$ cat src/rtl/ctsc_pkg.sv
// ----------------------------------------------------------------------------
// ctsc_pkg
// Shared types and constants for the configuration text structure checker:
// payload structs, lexical modes, verdict codes and the lexer state record.
// ----------------------------------------------------------------------------
package ctsc_pkg;

    // Counter width for line and byte counts, and their saturation value.
    localparam int CNT_W = 17;
    localparam logic [CNT_W-1:0] CNT_MAX = '1;
    localparam logic [CNT_W-1:0] CNT_ONE = CNT_W'(1);

    // Width of the length limit register.
    localparam int LEN_W = 16;
    localparam logic [LEN_W-1:0] LEN_RESET = LEN_W'(16384);

    // Verdict codes.
    localparam logic [2:0] VERD_OK    = 3'd0;
    localparam logic [2:0] VERD_LONG  = 3'd1;
    localparam logic [2:0] VERD_UTF16 = 3'd2;
    localparam logic [2:0] VERD_NUL   = 3'd3;
    localparam logic [2:0] VERD_CROSS = 3'd4;
    localparam logic [2:0] VERD_OPENQ = 3'd5;
    localparam logic [2:0] VERD_OPENC = 3'd6;

    // Characters the lexer looks for.
    localparam logic [7:0] CHAR_NUL   = 8'h00;
    localparam logic [7:0] CHAR_LF    = 8'h0A;
    localparam logic [7:0] CHAR_CR    = 8'h0D;
    localparam logic [7:0] CHAR_QUOTE = 8'h22;
    localparam logic [7:0] CHAR_STAR  = 8'h2A;
    localparam logic [7:0] CHAR_SLASH = 8'h2F;
    localparam logic [7:0] CHAR_BOM_A = 8'hFF;
    localparam logic [7:0] CHAR_BOM_B = 8'hFE;

    // Lexical modes.
    typedef enum logic [1:0] {
        MODE_NORMAL,
        MODE_QUOTED,
        MODE_LINE,
        MODE_BLOCK
    } lex_mode_t;

    // Lexer state that one judged byte can change.
    typedef struct packed {
        lex_mode_t        mode;
        logic [CNT_W-1:0] line_count;
        logic [CNT_W-1:0] opening_line;
        logic [2:0]       first_error;
        logic [CNT_W-1:0] first_error_line;
    } lex_state_t;

    // Input item.
    typedef struct packed {
        logic [7:0] data_byte;
        logic       carries_byte;
        logic       is_last;
    } in_item_t;

    // Result item.
    typedef struct packed {
        logic [2:0]       verdict;
        logic [CNT_W-1:0] error_line;
    } out_item_t;

endpackage

$ cat src/rtl/ctsc_judge.sv
// ----------------------------------------------------------------------------
// ctsc_judge
// Judges one text byte against its lookahead byte and returns the updated
// lexer state, plus a flag that tells whether the lookahead byte was consumed
// as the second half of a two-character token.
// ----------------------------------------------------------------------------
module ctsc_judge (
    input  logic [7:0]          cur_byte,
    input  logic [7:0]          next_byte,
    input  ctsc_pkg::lex_state_t st_in,
    output ctsc_pkg::lex_state_t st_out,
    output logic                consumed
);
    import ctsc_pkg::*;

    logic is_nl;
    logic stop;
    logic breaks_line;

    assign is_nl       = (cur_byte == CHAR_LF) || (cur_byte == CHAR_CR);
    assign breaks_line = (cur_byte == CHAR_LF) ||
                         ((cur_byte == CHAR_CR) && (next_byte != CHAR_LF));

    // Mode transitions, error capture and line counting for one byte.
    always_comb begin
        st_out   = st_in;
        consumed = 1'b0;
        stop     = 1'b0;
        if (st_in.first_error == VERD_OK) begin
            if (cur_byte == CHAR_NUL) begin
                st_out.first_error      = VERD_NUL;
                st_out.first_error_line = st_in.line_count;
            end else begin
                case (st_in.mode)
                    MODE_LINE: begin
                        if (is_nl) begin
                            st_out.mode = MODE_NORMAL;
                        end
                    end
                    MODE_BLOCK: begin
                        if (cur_byte == CHAR_STAR && next_byte == CHAR_SLASH) begin
                            st_out.mode = MODE_NORMAL;
                            consumed    = 1'b1;
                            stop        = 1'b1;
                        end
                    end
                    MODE_QUOTED: begin
                        if (cur_byte == CHAR_QUOTE) begin
                            st_out.mode = MODE_NORMAL;
                        end else if (is_nl) begin
                            st_out.first_error      = VERD_CROSS;
                            st_out.first_error_line = st_in.opening_line;
                            stop                    = 1'b1;
                        end
                    end
                    default: begin
                        if (cur_byte == CHAR_SLASH && next_byte == CHAR_SLASH) begin
                            st_out.mode = MODE_LINE;
                            consumed    = 1'b1;
                            stop        = 1'b1;
                        end else if (cur_byte == CHAR_SLASH && next_byte == CHAR_STAR) begin
                            st_out.mode         = MODE_BLOCK;
                            st_out.opening_line = st_in.line_count;
                            consumed            = 1'b1;
                            stop                = 1'b1;
                        end else if (cur_byte == CHAR_QUOTE) begin
                            st_out.mode         = MODE_QUOTED;
                            st_out.opening_line = st_in.line_count;
                        end
                    end
                endcase
                if (!stop && breaks_line && (st_in.line_count != CNT_MAX)) begin
                    st_out.line_count = st_in.line_count + CNT_ONE;
                end
            end
        end
    end

endmodule

$ cat src/rtl/ctsc_core.sv
// ----------------------------------------------------------------------------
// ctsc_core
// Holds the per-file checker state and the result register. Each registered
// item is folded into the state; the final item of a file also
// judges the held lookahead byte, forms the verdict and clears the state.
// ----------------------------------------------------------------------------
module ctsc_core (
    input  logic                      aclk,
    input  logic                      aresetn,
    input  logic                      item_valid,
    input  ctsc_pkg::in_item_t        item,
    output logic                      item_take,
    input  logic [ctsc_pkg::LEN_W-1:0] max_length,
    output logic                      m_valid,
    input  logic                      m_ready,
    output ctsc_pkg::out_item_t       m_data
);
    import ctsc_pkg::*;

    lex_state_t       st_reg, st_next;
    logic [7:0]       held_reg, held_next;
    logic             held_valid_reg, held_valid_next;
    logic             skip_reg, skip_next;
    logic [CNT_W-1:0] byte_count_reg, byte_count_next;
    logic [7:0]       first_byte_reg, first_byte_next;
    logic             out_valid_reg, out_valid_next;
    out_item_t        out_data_reg, out_data_next;

    lex_state_t       st_mark;
    lex_state_t       st_judged1, st_after1;
    lex_state_t       st_judged2, st_final;
    logic             consumed1;
    logic             consumed2;
    logic             run1;
    logic             run2;
    logic             is_bom;
    logic             proc;

    // A non-final item always proceeds; a final one needs room in the result register.
    assign proc      = item_valid && (!item.is_last || !out_valid_reg || m_ready);
    assign item_take = proc;

    assign is_bom = ((first_byte_reg == CHAR_BOM_A) && (item.data_byte == CHAR_BOM_B)) ||
                    ((first_byte_reg == CHAR_BOM_B) && (item.data_byte == CHAR_BOM_A));

    // Byte-order mark check on the second byte of the file.
    always_comb begin
        st_mark = st_reg;
        if (item.carries_byte && (byte_count_reg == CNT_ONE) && is_bom &&
            (st_reg.first_error == VERD_OK)) begin
            st_mark.first_error      = VERD_UTF16;
            st_mark.first_error_line = CNT_ONE;
        end
    end

    // Judge the held byte, using the new byte as lookahead.
    assign run1 = item.carries_byte && held_valid_reg && !skip_reg;

    ctsc_judge u_judge_byte (
        .cur_byte  (held_reg),
        .next_byte (item.data_byte),
        .st_in     (st_mark),
        .st_out    (st_judged1),
        .consumed  (consumed1)
    );

    assign st_after1       = run1 ? st_judged1 : st_mark;
    assign held_next       = item.carries_byte ? item.data_byte : held_reg;
    assign held_valid_next = item.carries_byte ? 1'b1 : held_valid_reg;
    assign skip_next       = item.carries_byte ? (run1 && consumed1) : skip_reg;

    // At end of file, judge the last held byte with no lookahead.
    assign run2 = held_valid_next && !skip_next;

    ctsc_judge u_judge_last (
        .cur_byte  (held_next),
        .next_byte (CHAR_NUL),
        .st_in     (st_after1),
        .st_out    (st_judged2),
        .consumed  (consumed2)
    );

    assign st_final = run2 ? st_judged2 : st_after1;

    // Byte counting, verdict selection and next state.
    always_comb begin
        first_byte_next = first_byte_reg;
        byte_count_next = byte_count_reg;
        if (item.carries_byte) begin
            if (byte_count_reg == '0) begin
                first_byte_next = item.data_byte;
            end
            if (byte_count_reg != CNT_MAX) begin
                byte_count_next = byte_count_reg + CNT_ONE;
            end
        end

        out_valid_next = out_valid_reg && !m_ready;
        out_data_next  = out_data_reg;
        st_next        = st_reg;

        if (proc) begin
            if (item.is_last) begin
                out_valid_next = 1'b1;
                if (byte_count_next >= {{(CNT_W-LEN_W){1'b0}}, max_length}) begin
                    out_data_next.verdict    = VERD_LONG;
                    out_data_next.error_line = CNT_ONE;
                end else if (st_final.first_error != VERD_OK) begin
                    out_data_next.verdict    = st_final.first_error;
                    out_data_next.error_line = st_final.first_error_line;
                end else if (st_final.mode == MODE_QUOTED) begin
                    out_data_next.verdict    = VERD_OPENQ;
                    out_data_next.error_line = st_final.opening_line;
                end else if (st_final.mode == MODE_BLOCK) begin
                    out_data_next.verdict    = VERD_OPENC;
                    out_data_next.error_line = st_final.opening_line;
                end else begin
                    out_data_next.verdict    = VERD_OK;
                    out_data_next.error_line = CNT_ONE;
                end
            end else begin
                st_next = st_after1;
            end
        end
    end

    // State registers; the final item of a file returns them to reset values.
    always_ff @(posedge aclk) begin
        if (!aresetn || (proc && item.is_last)) begin
            st_reg.mode             <= MODE_NORMAL;
            st_reg.line_count       <= CNT_ONE;
            st_reg.opening_line     <= CNT_ONE;
            st_reg.first_error      <= VERD_OK;
            st_reg.first_error_line <= CNT_ONE;
            held_reg                <= '0;
            held_valid_reg          <= 1'b0;
            skip_reg                <= 1'b0;
            byte_count_reg          <= '0;
            first_byte_reg          <= '0;
        end else if (proc) begin
            st_reg         <= st_next;
            held_reg       <= held_next;
            held_valid_reg <= held_valid_next;
            skip_reg       <= skip_next;
            byte_count_reg <= byte_count_next;
            first_byte_reg <= first_byte_next;
        end
    end

    // Result register.
    always_ff @(posedge aclk) begin
        if (!aresetn) begin
            out_valid_reg <= 1'b0;
        end else begin
            out_valid_reg <= out_valid_next;
        end
        out_data_reg <= out_data_next;
    end

    assign m_valid = out_valid_reg;
    assign m_data  = out_data_reg;

endmodule

$ cat config.mk
export PLATFORM = sky130hd
export DESIGN_NAME = ctsc_core
export DESIGN_NICKNAME = d
export VERILOG_FILES = /design/src/rtl/ctsc_pkg.sv /design/src/rtl/ctsc_judge.sv /design/src/rtl/ctsc_core.sv
export SDC_FILE = /design/constraint.sdc
export NUM_CORES = 1
export LEC_CHECK = 0
export ABC_AREA = 1
export BUFFER_PORTS_ARGS = -buffer_cell sky130_fd_sc_hd__buf_4
export CORE_UTILIZATION = 50
export CTS_CLUSTER_DIAMETER = 150
export DETAILED_ROUTE_END_ITERATION = 10
export PLACE_DENSITY = 0.68
export RECOVER_POWER = 25
export SETUP_SLACK_MARGIN = 0.3
export SLEW_MARGIN = 30
export SYNTH_ARGS = -nofsm -noshare
export SYNTH_HDL_FRONTEND = slang
export SYNTH_SLANG_ARGS = --single-unit
export TNS_END_PERCENT = 1
$ cat constraint.sdc
create_clock -name aclk -period 8.1 [get_ports aclk]
set_input_delay 0 -clock aclk [delete_from_list [all_inputs] [get_ports aclk]]
set_output_delay 0 -clock aclk [all_outputs]
set_load 0.05 [all_outputs]
==> metrics.md, run 1 <==
| Metric | Value |
|---|---|
| Run status | finished with violations |
| Violations in the final reports | capacitance limit, slew limit |
| Measured slew at the worst slew-check pin | 2.267 ns |
| Layout Nets | 1316 |
| Die Wd | 126.6 µm |
| Synthesized instance count | 1238 |
| Worst setup path class | flip-flop to flip-flop |
| Core area | 0.01520 mm² |
| Area of the mapped netlist | 0.007767 mm² |
| WL met1 | 10100 µm |
| Most frequent cells in the layout | sky130_fd_sc_hd__nand2_1 (298), sky130_fd_sc_hd__inv_1 (195), sky130_fd_sc_hd__o21ai_0 (124), sky130_fd_sc_hd__nor2_1 (122), sky130_fd_sc_hd__a21oi_1 (104) |
| Average wire per standard cell | 15.14 µm |
| Maximum number of buffers from clock root to sink | 2 |
| Antenna diode instance count | 0 |
| Most common cell after layout, fill and taps aside | sky130_fd_sc_hd__nand2_1 |
| Critical path required time | 8.33 ns |
| Count of instances resized after the clock tree is built | 0 |
| Wire length of the first global-routing pass | 35860 µm |
| Startpoint of the tightest hold check path | item[1] |
| Number of flip-flops in the largest register | 36 |
| Die Span Y | 126.6 µm |
| Synthesis-stage register bit count | 112 |
| Syn Area/Cell | 6.274 µm² |
| Unrepaired setup endpoints after global routing | false |
| Aggregate routed wire length | 22070 µm |
| Share of the synthesized area in the top cell type | 23.71% |
| Dominant cells by area after synthesis | sky130_fd_sc_hd__dfxtp_1 (24%), sky130_fd_sc_hd__nand2_1 (14%), sky130_fd_sc_hd__inv_1 (9.4%), sky130_fd_sc_hd__o21ai_0 (8.0%), sky130_fd_sc_hd__edfxtp_1 (7.7%) |
| Number of iterations in the first detailed-routing pass | 6 |
| Clk root buf | sky130_fd_sc_hd__clkbuf_16 |
| Instance area at placement | 0.008235 mm² |
| Metal3 WL | 2015 µm |
| Endpoint kind of the worst setup timing path | flip-flop |
| Total Neg Setup Slack | 0 ns |
| Combined buffer and inverter count along the critical path | 5 |
| Via count of the first global-routing pass | 7033 |
| Setup bufs post-CTS | 0 |
| Combined flip-flop and latch cell area | 0.002442 mm² |
| Uppermost signal routing layer after detailed routing | met4 |
| GRT Resource Usage Total | 28.48% |
| Number of antenna-violating nets in the routed design | 0 |
| Number of top-level design ports | 52 |
| CTS buffer count | 9 |
| Clock sink count | 112 |
| Area of the multi-input gates | 0.004367 mm² |
| Largest incremental delay on the critical path | 1.61 ns |
| Critical Path Most Common Cell | sky130_fd_sc_hd__nand2_1 |
| Cell with the largest stage delay on the worst path | sky130_fd_sc_hd__clkbuf_1 |
| WL met2 | 9372 µm |
| Remaining design rule violation count | 0 |
| Die area | 0.01604 mm² |
| Number of fill cells | 1582 |
| Maximum number of pins on one net before global-route repair | 52 |
| CP Launch Point | m_valid$_SDFF_PN0_ |
| Area of all placed cells without fillers | 0.008598 mm² |
| Cell accounting for the most synthesized area | sky130_fd_sc_hd__dfxtp_1 |
| Warnings, synthesis | 0 |
| Layout cells sized above 1 | 8.504% |
| Cells along the critical path | inv_1, nor2_1, nand2_1, nand2_1, inv_1, nand2_1, nand2_1, clkbuf_1, inv_1, buf_4, o21ai_0, a21oi_1 |
| Routed via count | 7919 |
| Final setup skew | 0.009351 ns |
| Hold Vio Cnt, Final | 0 |
| Setup violations, final | 0 |
| Mean number of vias per cell | 5.431 |
| Area growth syn-to-layout | 10.70% |
| Hold buffers post-CTS | 10 |
| Row Count | 45 |
| Post-route minimum period | 4.652 ns |
| Startpoint kind of the worst setup timing path | flip-flop |
| CTS HTree Levels | 3 |
| Maximum frequency from static timing analysis | 215.0 MHz |
| Max-capacitance violation count | 1 |
| Clk slew on worst S/H paths | 0.08 ns |
| Sequential cell area fraction in the yosys report | 31.44% |
| Worst-skew pair later-pin latency | 0.36 ns |
| Setup slack, reg-to-reg | 3.45 ns |
| Max-Slew Margin vs Limit | -51.11% |
| Endpoint arrival time on the critical path | 4.89 ns |
| Routability congestion estimate | 0.9591 |
| Initial antenna violation count | 0 |
| Leftover overflow at the end of global routing | 0 |
| Worst supply voltage drop on vdd | 0.0001095 V |
| Netlist cell types | 48 |
| Worst flop-to-flop path startpoint | m_valid$_SDFF_PN0_ |
| HPWL Detailed | 15250 µm |
| Category of cells accounting for the largest share of critical-path delay | buffers and inverters |
| Leakage power total | 3.899 nW |
| Pwr Density | 163.0 mW/mm² |
| Max Fanout on Critical Path | 41 |
| Mapped Nets | 1289 |
| Starting Density | 51.09% |
| Final slew viol count | 42 |
| Violation count after the first detailed-routing iteration | 724 |
| Worst hold path class | input port to flip-flop |
| Number of input and output port buffers inserted | 51 |
| CTS tree | done |
| Fraction of the cycle the final worst path needs | 57.43% |
layout make-up:
type | instances | share of cell area, %
Tap cell | 188 | 2.736
Inverter | 202 | 8.818
Timing Repair Buffer | 68 | 5.268
Sequential cell | 112 | 28.41
Multi-Input combinational cell | 872 | 50.79
Clock inverter | 7 | 1.368
Clock buffer | 9 | 2.619
where the power goes:
group          switching (W)  leakage [nW]  internal, W
sequential         0.0000219         0.944     0.000595
combinational       0.000184          2.79    0.0000813
clock               0.000216         0.170     0.000303
total               0.000422          3.90     0.000979
cells in the mapped netlist, drive strengths merged:
library cell	count
a211o	1
a211oi	3
a21boi	1
a21o	1
a21oi	115
a311oi	1
a31oi	5
a32oi	1
buf	19
clkbuf	33
clkinv	2
dfxtp	92
edfxtp	20
ha	21
inv	200
mux2i	1
nand2	311
nand3	70
nand4	13
nor2	136
nor3	13
nor4	7
o211ai	8
o21a	1
o21ai	138
o21bai	2
o221ai	2
o32ai	5
or2	1
xor2	15
cells by family after synthesis:
family	count (synthesis)	share of synthesized area, %
flops	112	31.44
compound gates	284	20.30
fa+ha+maj	21	3.383
mux	1	0.1289
buf+inv	254	12.69
simple gates	551	30.36
xor+xnor	15	1.691
metrics by stage:
stage / hold WS [ns] / setup WS (ns) / utilization (%) / instances / total power [W]
2_1_floorplan: 0.1276 / 4.699 / - / 1238 / 0.0008132
3_3_place_gp: 0.2283 / 3.726 / 54.12 / 1432 / 0.0008855
3_5_place_dp: 0.2337 / 3.708 / 54.17 / 1432 / 0.0008890
4_1_cts: 0.1655 / 3.647 / 57.09 / 1458 / 0.001410
5_1_grt: 0.2398 / 3.081 / 56.56 / 1458 / 0.001465
6_report: 0.1791 / 3.448 / 56.56 / 1458 / 0.001401
worst paths after layout:
kind / end / cells after the start
worst min register to register: skip_reg$_SDFFE_PP0P_ / 2
worst max-delay path: st_mark[51]$_SDFFE_PP0P_ / 12
worst max register to register: st_mark[51]$_SDFFE_PP0P_ / 12
worst min-delay path: held_reg[6]$_SDFFE_PP0P_ / 5
tightest hold or removal path, delay by kind of cell:
family          cells  cell delay (ns)
simple gates        2             0.16
compound gates      2             0.14
buf+inv             1             0.19
layer usage:
metal	global-route usage, %	vias up
met5	0	-
met3	6.284	49
met2	43.78	304
met1	39.14	3535
li1	-	4031
met4	10.35	0
(Power assumes the default switching activity.)
==> inputs of run 2 (changes only) <==
==> constraint.sdc (replaced) <==
create_clock -name aclk -period 4.43 [get_ports aclk]
set_input_delay 0 -clock aclk [delete_from_list [all_inputs] [get_ports aclk]]
set_output_delay 0 -clock aclk [all_outputs]
set_load 0.05 [all_outputs]
==> run 2 against run 1 <==
The run still ends with capacitance limit, slew limit left; fmax rose by 21%; die area unchanged; sequential share of layout area decreased by 0.48 points; total power up 84%; critical path depth is 11 higher; sequential power up 83%.
==> metrics.md, run 2 (synthesis gave the netlist of run 1 again) <==
| Metric | Value |
|---|---|
| Post-route minimum period | 3.845 ns |
| Leakage power total | 3.983 nW |
| Maximum frequency from static timing analysis | 260.1 MHz |
| Largest incremental delay on the critical path | 0.36 ns |
| Most frequent cells in the layout | sky130_fd_sc_hd__nand2_1 (298), sky130_fd_sc_hd__inv_1 (194), sky130_fd_sc_hd__o21ai_0 (124), sky130_fd_sc_hd__nor2_1 (122), sky130_fd_sc_hd__a21oi_1 (104) |
| Number of flip-flops in the largest register | 36 |
| Wire length of the first global-routing pass | 36650 µm |
| Startpoint of the tightest hold check path | item_valid |
| CTS buffer count | 9 |
| Aggregate routed wire length | 22460 µm |
| Unrepaired setup endpoints after global routing | false |
| Final slew viol count | 41 |
| Violations in the final reports | capacitance limit, slew limit |
| Initial antenna violation count | 0 |
| Worst-skew pair later-pin latency | 0.36 ns |
| Via count of the first global-routing pass | 7217 |
| Smallest setup slack after layout | 0.5850 ns |
| Mean number of vias per cell | 5.403 |
| Cells along the critical path | nand2_1, inv_1, nand2_1, nor3_4, nand2_1, nor2_1, nand2_1, nand2_1, inv_1, nand2_1, nor4_1, xor2_1, inv_1, ha_1, a21oi_1, nor3_1, a211oi_1, a21boi_0, o21ai_0, nand2_1, nand2_4, buf_4, a21oi_2 |
| Clk slew on worst S/H paths | 0.07 ns |
| Antenna diode instance count | 0 |
| CTS HTree Levels | 3 |
| Endpoint arrival time on the critical path | 4.03 ns |
| Worst supply voltage drop on vdd | 0.0001953 V |
| Number of antenna-violating nets in the routed design | 0 |
| Worst flop-to-flop path startpoint | byte_count_reg[4]$_SDFFE_PP0P_ |
| Maximum number of buffers from clock root to sink | 2 |
| Die Span Y | 126.6 µm |
| Routability congestion estimate | 0.8914 |
| Final setup skew | 0.009992 ns |
| HPWL Detailed | 15410 µm |
| Setup violations, final | 0 |
| Most common cell after layout, fill and taps aside | sky130_fd_sc_hd__nand2_1 |
| Maximum number of pins on one net before global-route repair | 57 |
| Fraction of the cycle the final worst path needs | 86.79% |
| Average wire per standard cell | 15.23 µm |
| Remaining design rule violation count | 0 |
| GRT Resource Usage Total | 29.10% |
| Critical path required time | 4.61 ns |
| Die area | 0.01604 mm² |
| CTS tree | done |
| Number of iterations in the first detailed-routing pass | 7 |
| Setup slack, reg-to-reg | 0.59 ns |
| Total Neg Setup Slack | 0 ns |
| Startpoint kind of the worst setup timing path | flip-flop |
| Starting Density | 51.09% |
| Run status | finished with violations |
| Layout cells sized above 1 | 9.487% |
| Routed via count | 7964 |
| Leftover overflow at the end of global routing | 0 |
| Endpoint kind of the worst setup timing path | flip-flop |
| Die Wd | 126.6 µm |
| Number of input and output port buffers inserted | 51 |
| Critical Path Most Common Cell | sky130_fd_sc_hd__nand2_1 |
| Layout Nets | 1332 |
| Area growth syn-to-layout | 12.60% |
| Violation count after the first detailed-routing iteration | 716 |
| Max-capacitance violation count | 1 |
| Core area | 0.01520 mm² |
| Clock sink count | 112 |
| CP Launch Point | byte_count_reg[4]$_SDFFE_PP0P_ |
| Max-Slew Margin vs Limit | -49.81% |
| Worst setup path class | flip-flop to flip-flop |
| Max Fanout on Critical Path | 11 |
| Pwr Density | 294.5 mW/mm² |
| Row Count | 45 |
| Worst-case setup slack after placement | 0.3099 ns |
| Clk root buf | sky130_fd_sc_hd__clkbuf_16 |
| Number of fill cells | 1523 |
| Cell with the largest stage delay on the worst path | sky130_fd_sc_hd__nor4_1 |
| Number of top-level design ports | 52 |
| Measured slew at the worst slew-check pin | 2.247 ns |
| Power, Total | 0.002576 W |
| Hold Vio Cnt, Final | 0 |
| Worst hold path class | input port to flip-flop |
| Fin util | 57.53% |
==> run 2: cell count changes in the layout (fill, tap and decap cells not counted), sizes merged <==
cell / delta
buf: +15
clkbuf: +5
clkinv: -2
inv: -2
==> run 2: final cells by class <==
| class | instances | area, µm² | share of cell area, % |
|---|---|---|---|
| Multi-Input combinational cell | 872 | 4388 | 50.17 |
| Timing Repair Buffer | 84 | 581.8 | 6.652 |
| Sequential cell | 112 | 2442 | 27.93 |
| Inverter | 202 | 758.2 | 8.670 |
| Clock inverter | 3 | 90.09 | 1.030 |
| Clock buffer | 13 | 250.2 | 2.861 |
| Tap cell | 188 | 235.2 | 2.690 |
==> run 2: metal layers <==
metal | up-vias | wire [µm] | track usage [%] | share of wire (%)
met1 | 3517 | 10320 | 40.73 | 46
met5 | - | 0 | 0 | 0
met4 | 0 | 446 | 9.426 | 2.0
li1 | 4077 | - | - | -
met2 | 336 | 9686 | 45.53 | 43
met3 | 34 | 2005 | 4.935 | 8.9
==> run 2: what timing repair did <==
action / in CTS / in global routing
endpoints found under the hold margin: 9 / 0
buffers inserted: 0 / 2
setup endpoints to repair: 0 / 20
hold buffers: 10 / 0
gates resized for setup: 0 / 5
==> run 2: worst paths after layout <==
path,to,depth (start not counted)
worst max-delay path,m_data[16]$_SDFFCE_PP0P_,23
worst max register to register,m_data[16]$_SDFFCE_PP0P_,23
worst min register to register,st_reg[0]$_SDFFE_PP1P_,2
worst min-delay path,held_reg[6]$_SDFFE_PP0P_,5
==> run 2: stage by stage <==
stage / hold WS, ns / instance area [µm²] / cells
floorplan: 0.1276 / 7767 / 1238
global placement: 0.2280 / 8344 / 1446
detailed placement: 0.2292 / 8353 / 1446
CTS: 0.1382 / 8793 / 1472
global route: 0.1928 / 8746 / 1474
finish: 0.1455 / 8746 / 1474
==> run 2: worst max-delay path: cells and delay by family, from the launching register on <==
| family | cells | cell delay [ns] |
|---|---|---|
| AOI/OAI and AO/OA | 5 | 0.89 |
| buffers and inverters | 4 | 0.51 |
| DFF | 1 | 0.34 |
| xor gates and xnor gates | 1 | 0.23 |
| adders and majority gates | 1 | 0.29 |
| and+or+nand+nor | 12 | 1.40 |
==> run 2: power by group <==
group	switching, W	leakage (nW)	total [W]	internal [W]
clock	0.000378	0.164	0.000948	0.000570
sequential	0.0000388	0.944	0.00113	0.00109
combinational	0.000343	2.87	0.000501	0.000158
total	0.000760	3.98	0.00258	0.00182
==> inputs of run 3 (changes only) <==
==> constraint.sdc (replaced) <==
create_clock -name aclk -period 4.43 [get_ports aclk]
set_input_delay 0.6645 -clock aclk [delete_from_list [all_inputs] [get_ports aclk]]
set_output_delay 0.6645 -clock aclk [all_outputs]
set_load 0.05 [all_outputs]
==> run 3 against run 2 <==
The flow now finishes without violations; worst hold slack improved by 0.33 ns; register-to-register slack gained 0.09 ns; count of clock-buffer cells in the layout is 1 lower; fmax rose by 2.4%; worst setup slack improved by 0.091 ns; die area unchanged; first-iteration DRC count grew 12%; sequential power about the same; core utilization decreased by 1.0 points; cell count down 0.54%.
==> metrics.md, run 3 (synthesis gave the netlist of run 1 again) <==
| Metric | Value |
|---|---|
| Worst setup path class | flip-flop to flip-flop |
| Most common cell after layout, fill and taps aside | sky130_fd_sc_hd__nand2_1 |
| Maximum frequency from static timing analysis | 266.4 MHz |
| Final slew viol count | 0 |
| Antenna diode instance count | 0 |
| Number of top-level design ports | 52 |
| Setup violations, final | 0 |
| Max-Slew Margin vs Limit | 9.206% |
| Number of input and output port buffers inserted | 51 |
| Worst supply voltage drop on vdd | 0.0002185 V |
| Via count of the first global-routing pass | 7194 |
| Global routing met2 resource utilization | 45.14% |
| Run status | finished, final reports clean |
| Die area | 0.01604 mm² |
| Leftover overflow at the end of global routing | 0 |
| Global routing met3 resource utilization | 4.513% |
| CTS tree | done |
| Initial antenna violation count | 0 |
| Hold Vio Cnt, Final | 0 |
| Leakage power total | 3.925 nW |
| Layout Nets | 1324 |
| Max Fanout on Critical Path | 12 |
| Violation count after the first detailed-routing iteration | 803 |
| Die Wd | 126.6 µm |
| Mean number of vias per cell | 5.372 |
| Number of antenna-violating nets in the routed design | 0 |
| Row Count | 45 |
| Clock sink count | 112 |
| Power, Total | 0.002441 W |
| Worst-case setup slack after placement | 0.3395 ns |
| Startpoint kind of the worst setup timing path | flip-flop |
| Unrepaired setup endpoints after global routing | false |
| Maximum number of pins on one net before global-route repair | 57 |
| Smallest setup slack after layout | 0.6757 ns |
| CTS HTree Levels | 3 |
| Pwr Density | 284.1 mW/mm² |
| GRT Resource Usage Total | 28.98% |
| Remaining design rule violation count | 0 |
| Endpoint arrival time on the critical path | 3.84 ns |
| Clk slew on worst S/H paths | 0.07 ns |
| Layout cells sized above 1 | 9.781% |
| Average wire per standard cell | 15.30 µm |
| Final setup skew | 0.007646 ns |
| Area growth syn-to-layout | 10.62% |
| Aggregate routed wire length | 22430 µm |
| Total Neg Setup Slack | 0 ns |
| Critical path required time | 4.52 ns |
| Die Span Y | 126.6 µm |
| Endpoint kind of the worst setup timing path | flip-flop |
| Most Used Layer, Global Route | met2 |
| Worst-skew pair later-pin latency | 0.36 ns |
| Core area | 0.01520 mm² |
| Measured slew at the worst slew-check pin | 1.362 ns |
| Most frequent cells in the layout | sky130_fd_sc_hd__nand2_1 (298), sky130_fd_sc_hd__inv_1 (194), sky130_fd_sc_hd__o21ai_0 (124), sky130_fd_sc_hd__nor2_1 (122), sky130_fd_sc_hd__a21oi_1 (104) |
| Worst hold path class | flip-flop to flip-flop |
| Routed via count | 7875 |
| Starting Density | 51.09% |
| Max-capacitance violation count | 0 |
| Wire length of the first global-routing pass | 36380 µm |
| Routability congestion estimate | 0.9260 |
| HPWL Detailed | 15800 µm |
| Number of iterations in the first detailed-routing pass | 7 |
| Fraction of the cycle the final worst path needs | 84.75% |
| Met1 Usage GRT | 40.69% |
| CTS buffer count | 9 |
| Clk root buf | sky130_fd_sc_hd__clkbuf_16 |
| Post-route minimum period | 3.754 ns |
| Maximum number of buffers from clock root to sink | 2 |
| Number of flip-flops in the largest register | 36 |
run 3: cell types whose count changed in the layout (fill, tap and decap cells not counted), sizes merged:
cell,delta
dlygate4sd3,-10
bufinv,-3
clkinv,+3
inv,+1
clkbuf,+1
run 3: stage by stage:
stage / cells / cell area (µm²) / hold WS, ns / util [%]
2_1_floorplan: 1238 / 7767 / 0.4389 / -
3_3_place_gp: 1450 / 8362 / 0.4500 / 55.00
3_5_place_dp: 1450 / 8362 / 0.4622 / 55.00
4_1_cts: 1466 / 8655 / 0.4743 / 56.93
5_1_grt: 1466 / 8592 / 0.4972 / 56.52
6_report: 1466 / 8592 / 0.4711 / 56.52
run 3: per-layer routing:
layer | share of wire [%] | routed length [µm]
met1 | 47 | 10530
met2 | 43 | 9683
met5 | 0 | 0
met4 | 2.1 | 460
met3 | 7.8 | 1750
run 3: worst paths after layout:
kind,from,slack [ns],endpoint,depth (start not counted)
max,byte_count_reg[4]$_SDFFE_PP0P_,0.68,m_data[17]$_SDFFCE_PP1P_,23
min,skip_reg$_SDFFE_PP0P_,0.47,skip_reg$_SDFFE_PP0P_,2
max reg2reg,byte_count_reg[4]$_SDFFE_PP0P_,0.68,m_data[17]$_SDFFCE_PP1P_,23
min reg2reg,skip_reg$_SDFFE_PP0P_,0.47,skip_reg$_SDFFE_PP0P_,2
run 3: timing repair:
| item | CTS | global route |
|---|---|---|
| endpoints found under the hold margin | 0 | 0 |
| buffers inserted | 0 | 0 |
| resized for setup | 0 | 6 |
| endpoints found under the setup margin | 0 | 20 |
| hold buffers | 0 | 0 |
run 3: final cells by class:
class                      instances  area [µm²]
clock buffer                      12       267.8
clock inverter                     4       25.02
fill                            1583        6610
inverter                         202       758.2
multi-input combinational        872        4379
sequential                       112        2442
tap                              188       235.2
timing repair buffer              76       484.2
run 3: worst max-delay path, cell delays in order, from the launching register on:
cell and delay (ns):
sky130_fd_sc_hd__dfxtp_1 0.35, sky130_fd_sc_hd__nand2_1 0.15, sky130_fd_sc_hd__inv_1 0.10, sky130_fd_sc_hd__nand2_1 0.11, sky130_fd_sc_hd__nor3_4 0.05, sky130_fd_sc_hd__nand2_1 0.06
sky130_fd_sc_hd__nor2_1 0.05, sky130_fd_sc_hd__nand2_1 0.05, sky130_fd_sc_hd__nand2_1 0.12, sky130_fd_sc_hd__inv_1 0.18, sky130_fd_sc_hd__nand2_1 0.12, sky130_fd_sc_hd__nor4_1 0.39
sky130_fd_sc_hd__xor2_1 0.22, sky130_fd_sc_hd__inv_1 0.06, sky130_fd_sc_hd__ha_1 0.28, sky130_fd_sc_hd__a21oi_1 0.15, sky130_fd_sc_hd__nor3_1 0.06, sky130_fd_sc_hd__a211oi_1 0.16
sky130_fd_sc_hd__a21boi_0 0.22, sky130_fd_sc_hd__o21ai_0 0.10, sky130_fd_sc_hd__nand2_1 0.10, sky130_fd_sc_hd__nand2_4 0.15, sky130_fd_sc_hd__nor2_1 0.12, sky130_fd_sc_hd__o21ai_0 0.11
run 3: power by group:
group	internal, W	switching (W)	leakage [nW]
registers	0.00109	0.0000386	0.944
clock network	0.000432	0.000393	0.148
logic	0.000151	0.000339	2.83
total	0.00167	0.000771	3.93
